**config.mk**
```make
export PLATFORM = sky130hd
export DESIGN_NAME = tccw_out_queue
export DESIGN_NICKNAME = d
export VERILOG_FILES = /design/src/rtl/tccw_pkg.sv /design/src/rtl/tccw_out_queue.sv
export SDC_FILE = /design/constraint.sdc
export NUM_CORES = 1
export LEC_CHECK = 0
export CAP_MARGIN = 30
export CORE_MARGIN = 3
export CORE_UTILIZATION = 25
export CTS_BUF_LIST = sky130_fd_sc_hd__clkbuf_8
export CTS_CLUSTER_SIZE = 8
export DETAILED_ROUTE_END_ITERATION = 8
export DONT_BUFFER_PORTS = 1
export PLACE_DENSITY_LB_ADDON = 0.05
export SLEW_MARGIN = 20
export SYNTH_ARGS = -nofsm -noshare
export SYNTH_HDL_FRONTEND = slang
export SYNTH_SLANG_ARGS = --single-unit
```
**constraint.sdc**
```tcl
create_clock -name clk -period 7.1 [get_ports clk]
set_input_delay 0.355 -clock clk [delete_from_list [all_inputs] [get_ports clk]]
set_output_delay 0.355 -clock clk [all_outputs]
set_load 0.02 [all_outputs]
```
**src/rtl/tccw_pkg.sv**
```systemverilog
// Shared types and constants for the text console character writer.
// Used by the channel interfaces, the result queue and the top level.
`timescale 1ns / 1ps
`default_nettype none

package tccw_pkg;

  localparam int MAX_COLUMNS_DEF = 128;
  localparam int MAX_ROWS_DEF    = 64;
  localparam int TAB_STOP_DEF    = 8;

  localparam int COL_COUNT_RESET = 80;
  localparam int ROW_COUNT_RESET = 25;

  localparam int OP_W     = 2;
  localparam int CHAR_W   = 8;
  localparam int ATTR_W   = 8;
  localparam int COLUMN_W = 7;
  localparam int ROW_W    = 6;
  localparam int CFG_IDX_W  = 1;
  localparam int CFG_DATA_W = 8;
  localparam int ROW_CFG_W  = 7;

  localparam logic [OP_W-1:0] OP_PUT   = 2'd0;
  localparam logic [OP_W-1:0] OP_READ  = 2'd1;
  localparam logic [OP_W-1:0] OP_CLEAR = 2'd2;

  localparam logic [CFG_IDX_W-1:0] CFG_COLUMN_COUNT = 1'd0;
  localparam logic [CFG_IDX_W-1:0] CFG_ROW_COUNT    = 1'd1;

  localparam logic [CHAR_W-1:0] CH_BEL     = 8'h07;
  localparam logic [CHAR_W-1:0] CH_BS      = 8'h08;
  localparam logic [CHAR_W-1:0] CH_TAB     = 8'h09;
  localparam logic [CHAR_W-1:0] CH_LF      = 8'h0A;
  localparam logic [CHAR_W-1:0] CH_CR      = 8'h0D;
  localparam logic [CHAR_W-1:0] BLANK_CHAR = 8'h20;

  typedef struct packed {
    logic [COLUMN_W-1:0] cursor_column;
    logic [ROW_W-1:0]    cursor_row;
    logic [CHAR_W-1:0]   cell_char;
    logic [ATTR_W-1:0]   cell_attr;
    logic                unhandled_control;
  } res_t;

endpackage

`default_nettype wire

```
**src/rtl/tccw_out_queue.sv**
```systemverilog
// Two-entry result queue that decouples the writer from a stalled receiver.
// Depends on tccw_pkg for the result type.
`timescale 1ns / 1ps
`default_nettype none

module tccw_out_queue (
  input  wire logic          clk,
  input  wire logic          rst_n,
  input  wire logic          push,
  input  wire tccw_pkg::res_t push_data,
  input  wire logic          pop_ready,
  output tccw_pkg::res_t     head,
  output logic               head_valid,
  output logic               has_space
);
  import tccw_pkg::*;

  res_t       slot0_r;
  res_t       slot1_r;
  logic [1:0] occ_r;
  logic [1:0] occ_nxt;
  logic [1:0] occ_after_pop;
  logic       pop;

  assign head_valid = (occ_r != 2'd0);
  assign has_space  = (occ_r != 2'd2);
  assign head       = slot0_r;
  assign pop        = head_valid && pop_ready;

  always_comb begin
    occ_after_pop = occ_r - {1'b0, pop};
    occ_nxt       = occ_after_pop + {1'b0, push};
  end

  always_ff @(posedge clk) begin
    if (!rst_n) begin
      occ_r <= 2'd0;
    end else begin
      occ_r <= occ_nxt;
    end
  end

  always_ff @(posedge clk) begin
    if (pop) begin
      slot0_r <= slot1_r;
    end
    if (push) begin
      if (occ_after_pop == 2'd0) begin
        slot0_r <= push_data;
      end else begin
        slot1_r <= push_data;
      end
    end
  end

endmodule

`default_nettype wire
```
## Yosys cells after proc, flatten, opt, wreduce, memory -nomap -nowiden

Index checks and enable logic that the tools add are counted.

- Flip-flop bits (word level): 62
- Bits of input ports: 34
- Output and inout bits: 32
- Logic and storage cells: 22

- Add/sub/neg operators: 2
- Equality and inequality tests: 1
- Muxes and demuxes: 3
- Bitwise logic cells: 1
- Reductions and logical operators: 4

Operators by type and width:

| cell | count |
|---|---|
| $mux 30 | 3 |
| $add 2x1->2 | 1 |
| $logic_not 2->1 | 1 |
| $ne 2x2->1 const B | 1 |
| $reduce_and 2->1 | 1 |
| $reduce_bool 2->1 | 1 |
| $sub 2x1->2 | 1 |
| $logic_and 1x1->1 | 1 |
| $not 1->1 | 1 |

## Longest topological paths before layout

- Depth in word-level cells: 6
- Gate-level depth with buffers: 6
- Gate-level depth less buffers: 6

## Worst setup path before layout

Ideal clock, no wire load.

- Path type: input to register
- From: input port pop_ready
- To: register slot1_r[0] (netlist name), enable pin
- Setup time: 464 ps
- Data arrival time: 2,749 ps
- Required time: 6,636 ps
- Setup slack: 3,887 ps
- Cell stages on the path: 2
- Path buffers: 0
- Cells stage by stage: nand2b_1 -> a21boi_0

- Longest elaborated chain between the ends: 5

RTL lines:

| what | RTL line | RTL |
|---|---|---|
| start: declaration | tccw_out_queue.sv:11 | `input wire logic pop_ready,` |
| $logic_and 1x1->1 | tccw_out_queue.sv:28 | `assign pop = head_valid && pop_ready;` |
| $sub 2x1->2 | tccw_out_queue.sv:31 | `occ_after_pop = occ_r - {1'b0, pop};` |
| $logic_not 2->1 | tccw_out_queue.sv:48 | `if (occ_after_pop == 2'd0) begin` |
| $not 1->1 (no source line) | - |  |
| $reduce_and 2->1 (no source line) | - |  |
| end signal: assignment | tccw_out_queue.sv:51 | `slot1_r <= push_data;` |
| end: declaration | tccw_out_queue.sv:19 | `res_t slot1_r;` |

No other way between the ends.
A chain may end at the register's enable or synchronous reset.

## Final worst setup path

- From: register occ_r[0]
- To: register slot0_r (netlist bit head[9])

- Longest elaborated chain between the ends: 6
- Elaborated cells between the ends (all ways): 7
- Classes of those cells: add/sub: 1; mux: 3; reduce/logical: 3

RTL lines:

| what | RTL line | RTL |
|---|---|---|
| start: declaration | tccw_out_queue.sv:20 | `logic [1:0] occ_r;` |
| start signal: assignment | tccw_out_queue.sv:39 | `occ_r <= occ_nxt;` |
| $reduce_bool 2->1 | tccw_out_queue.sv:25 | `assign head_valid = (occ_r != 2'd0);` |
| $logic_and 1x1->1 | tccw_out_queue.sv:28 |  |
| $sub 2x1->2 | tccw_out_queue.sv:31 |  |
| $logic_not 2->1 | tccw_out_queue.sv:48 |  |
| $mux 30 | tccw_out_queue.sv:48 |  |
| $mux 30 (*) | tccw_out_queue.sv:47 | `if (push) begin` |
| end signal: assignment | tccw_out_queue.sv:45 | `slot0_r <= slot1_r;` |
| end signal: assignment | tccw_out_queue.sv:49 | `slot0_r <= push_data;` |
| end: declaration | tccw_out_queue.sv:18 | `res_t slot0_r;` |

Mark *: on every way between the ends. The rest lies on a longest branch, timed or not.

==> summary.txt <==
Final layout
  – Area growth, synth to finish: 15.6%
  – Commonest non-fill, non-tap cell in the layout: mux2_4
  – Layout net count: 187
  – Layout cell share with drive strength beyond 1: 0.529
  – Most frequent cells in the layout: 60 x mux2_4, 32 x dfxtp_1, 30 x edfxtp_1, 9 x clkbuf_8, 4 x inv_1
  – Final Core Density: 0.303
  – Number of inserted diodes: 0
  – # fillers: 957

Route
  – Detail Route Antenna Nets: 0
  – First drt pass iteration count: 4
  – Drt total wl: 4.97 mm
  – Routed vias/inst: 4.11
  – # DRC: 0
  – Per-cell routed wire length: 17.1 um
  – DR iter-0 viols: 33
  – Vias: 1,193

Logic synthesis
  – Post-synth top area share: 0.345
  – Post-synthesis sequential area ratio: 0.591
  – Netlist cell types: 18
  – Net Count, Synth: 179
  – Syn avg cell area: 18.1 sq um
  – Mapped Cells: 144
  – Register bit total from synthesis: 62
  – Synth area leaders: edfxtp_1 35%, mux2_4 35%, dfxtp_1 25%, buf_6 2.2%, ha_1 0.48%
  – Area leader, netlist: edfxtp_1
  – Synth warnings: 0
  – Cell area after synthesis: 2610 sq um

GRT
  – Vias in the first global route: 1,337
  – Congestion Overflow GR: 0
  – Antenna violations before repair: 0
  – Global-route wire length before repair: 7.95 mm
  – All-Layer GR Usage: 0.0926
  – Pin count of the biggest net entering global routing: 23

Worst setup path
  – Setup CP Type: flip-flop to flip-flop
  – WP data arrival: 2.34 ns
  – Setup crit start kind: flip-flop
  – Req. time, crit path: 7.31 ns
  – CP max stage cell: o21ai_4
  – Critical path capture point type: flip-flop
  – R2R depth: 4
  – Reg-to-Reg End: head[9]$_DFF_P_
  – Critical Path Max Stage Delay: 0.60 ns
  – Worst-path fanout max: 16
  – Worst r2r src: occ_r[0]$_SDFF_PN0_
  – Most used cell, CP: mux2_4
  – Reg-to-reg setup timing slack: 4.97 ns
  – Critical path, cell by cell: o21ai_4 -> buf_4 -> mux2_4 -> mux2_4

Floorplanning
  – Top Ports: 66
  – Core Box Area: 9950 sq um
  – Initial core utilization: 0.262
  – Die span in y: 108 um
  – Std-Cell Rows: 36
  – Die width: 108 um
  – Die ar.: 11,700 sq um

CTS
  – Setup Buffers After CTS: 0
  – Root buf cell: clkbuf_8
  – H-tree depth: 3
  – CTS max path bufs: 2
  – TritonCTS clock tree: yes
  – Cts bufs inserted: 9
  – Clock transition at the registers of the reported paths: 0.07 ns
  – Cts hold-fix bufs: 0
  – Insertion delay of the later-clocked pin in the worst-skew pair: 0.33 ns
  – CTS sink count: 62
  – Post-CTS Resized: 0

Min path
  – WHS Endpoint: slot1_r[4]$_DFFE_PP_
  – Hold path startpoint: push_data[4]
  – Hold Crit Class: input pin to flip-flop
  – Hold Crit Depth: 0

Placed design
  – Routability congestion estimate: 0.621
  – DPL Wire Length: 3.37 mm
  – IO buf count: 0
  – Post-Place Setup Slack: 4.93 ns

STA
  – Setup Viol. Count Final: 0
  – Period utilization: 0.300
  – Clock Skew: 0.00834 ns
  – Slew Viols, Final: 0
  – Fin crit period: 2.13 ns
  – Hold_ws: 0.114 ns
  – Hold Vio Cnt, Final: 0
  – Fin Setup TNS: 0 ns
  – Worst slew margin: 0.524
  – RSZ-0062 raised after global routing: false
  – Fmax: 0.470 GHz
  – Final worst setup slack: 4.97 ns
  – Worst-Margin Slew: 0.711 ns

Power
  – VDD IR max: 0.110 mV
  – Design Power: 0.000982 W
  – Cell Pwr Density: 326 nW/um^2
  – LEAKAGE: 1.27 nW

Run
  – Max Cap Viol: 0

Outcome
  – Outcome: completed
## stage by stage
step	area [sq um]	cells
4_1_cts	3020	290
3_3_place_gp	2750	273
2_1_floorplan	2610	144
5_1_grt	3020	290
3_5_place_dp	2780	274
6_report	3020	290
## how the worst max path moves through the flow
stage / slack (ns) / startpoint / end / cells after the start
after floorplan: 3.89 / pop_ready / slot1_r[0]$_DFFE_PP_ / 2
after global placement: 4.96 / occ_r[0]$_SDFF_PN0_ / head[1]$_DFF_P_ / 4
after detailed placement: 4.93 / occ_r[0]$_SDFF_PN0_ / head[13]$_DFF_P_ / 4
after CTS: 4.91 / occ_r[0]$_SDFF_PN0_ / head[13]$_DFF_P_ / 4
after global routing: 4.82 / occ_r[0]$_SDFF_PN0_ / head[9]$_DFF_P_ / 4
final: 4.97 / occ_r[0]$_SDFF_PN0_ / head[9]$_DFF_P_ / 4
## report_power, final
| group | switching, W | leakage [nW] | internal, W | total (W) |
|---|---|---|---|---|
| sequential | 0.0000636 | 0.543 | 0.000414 | 0.000478 |
| clock | 0.000139 | 0.118 | 0.000231 | 0.000371 |
| combinational | 0.0000393 | 0.609 | 0.0000941 | 0.000133 |
## kinds of logic after synthesis
family	synth area share
flops	0.591
mux	0.345
buf+inv	0.0288
simple gates	0.0177
compound gates	0.0129
fa+ha+maj	0.00479
## critical path: cells and delay by family, from the launching register on
kind	cells	cell delay, ns
AO/OA/AOI/OAI	1	0.60
multiplexers	2	0.58
buffers and inverters	1	0.44
flip-flops	1	0.36
## sequential cells by signal, summed over array words and instances, names as in the netlist
| name | count |
|---|---|
| occ_r | 2 |
| slot1_r | 30 |
| head | 30 |
## cells in the mapped netlist
library cell and number:
mux2_4 60, dfxtp_1 32, edfxtp_1 30, buf_6 5, inv_1 3, nand2b_1 2, a21boi_0 1, a21oi_1 1
and2_1 1, and3_2 1, buf_4 1, ha_1 1, nand3_1 1, o21a_1 1, o21ai_0 1, o21ai_2 1
or2_2 1, or2b_2 1
## routing by layer
metal	track usage	vias to the layer above	share of wire
met2	0.143	47	0.47
met1	0.100	594	0.39
met4	0.0325	0	0.013
met5	0	-	0
met3	0.0651	5	0.13
li1	-	547	-
## area by class of cell
type                    instances  area [sq um]  share of cell area
clock buffers                   9           124              0.0411
multi-input cells              73          1020               0.337
well taps                     133           166              0.0552
flip-flops and latches         62          1540               0.511
repair buffers                  3          42.5              0.0141
clock inverters                 7           114              0.0377
inverters                       3          11.3             0.00373
(Power assumes the default switching activity.)
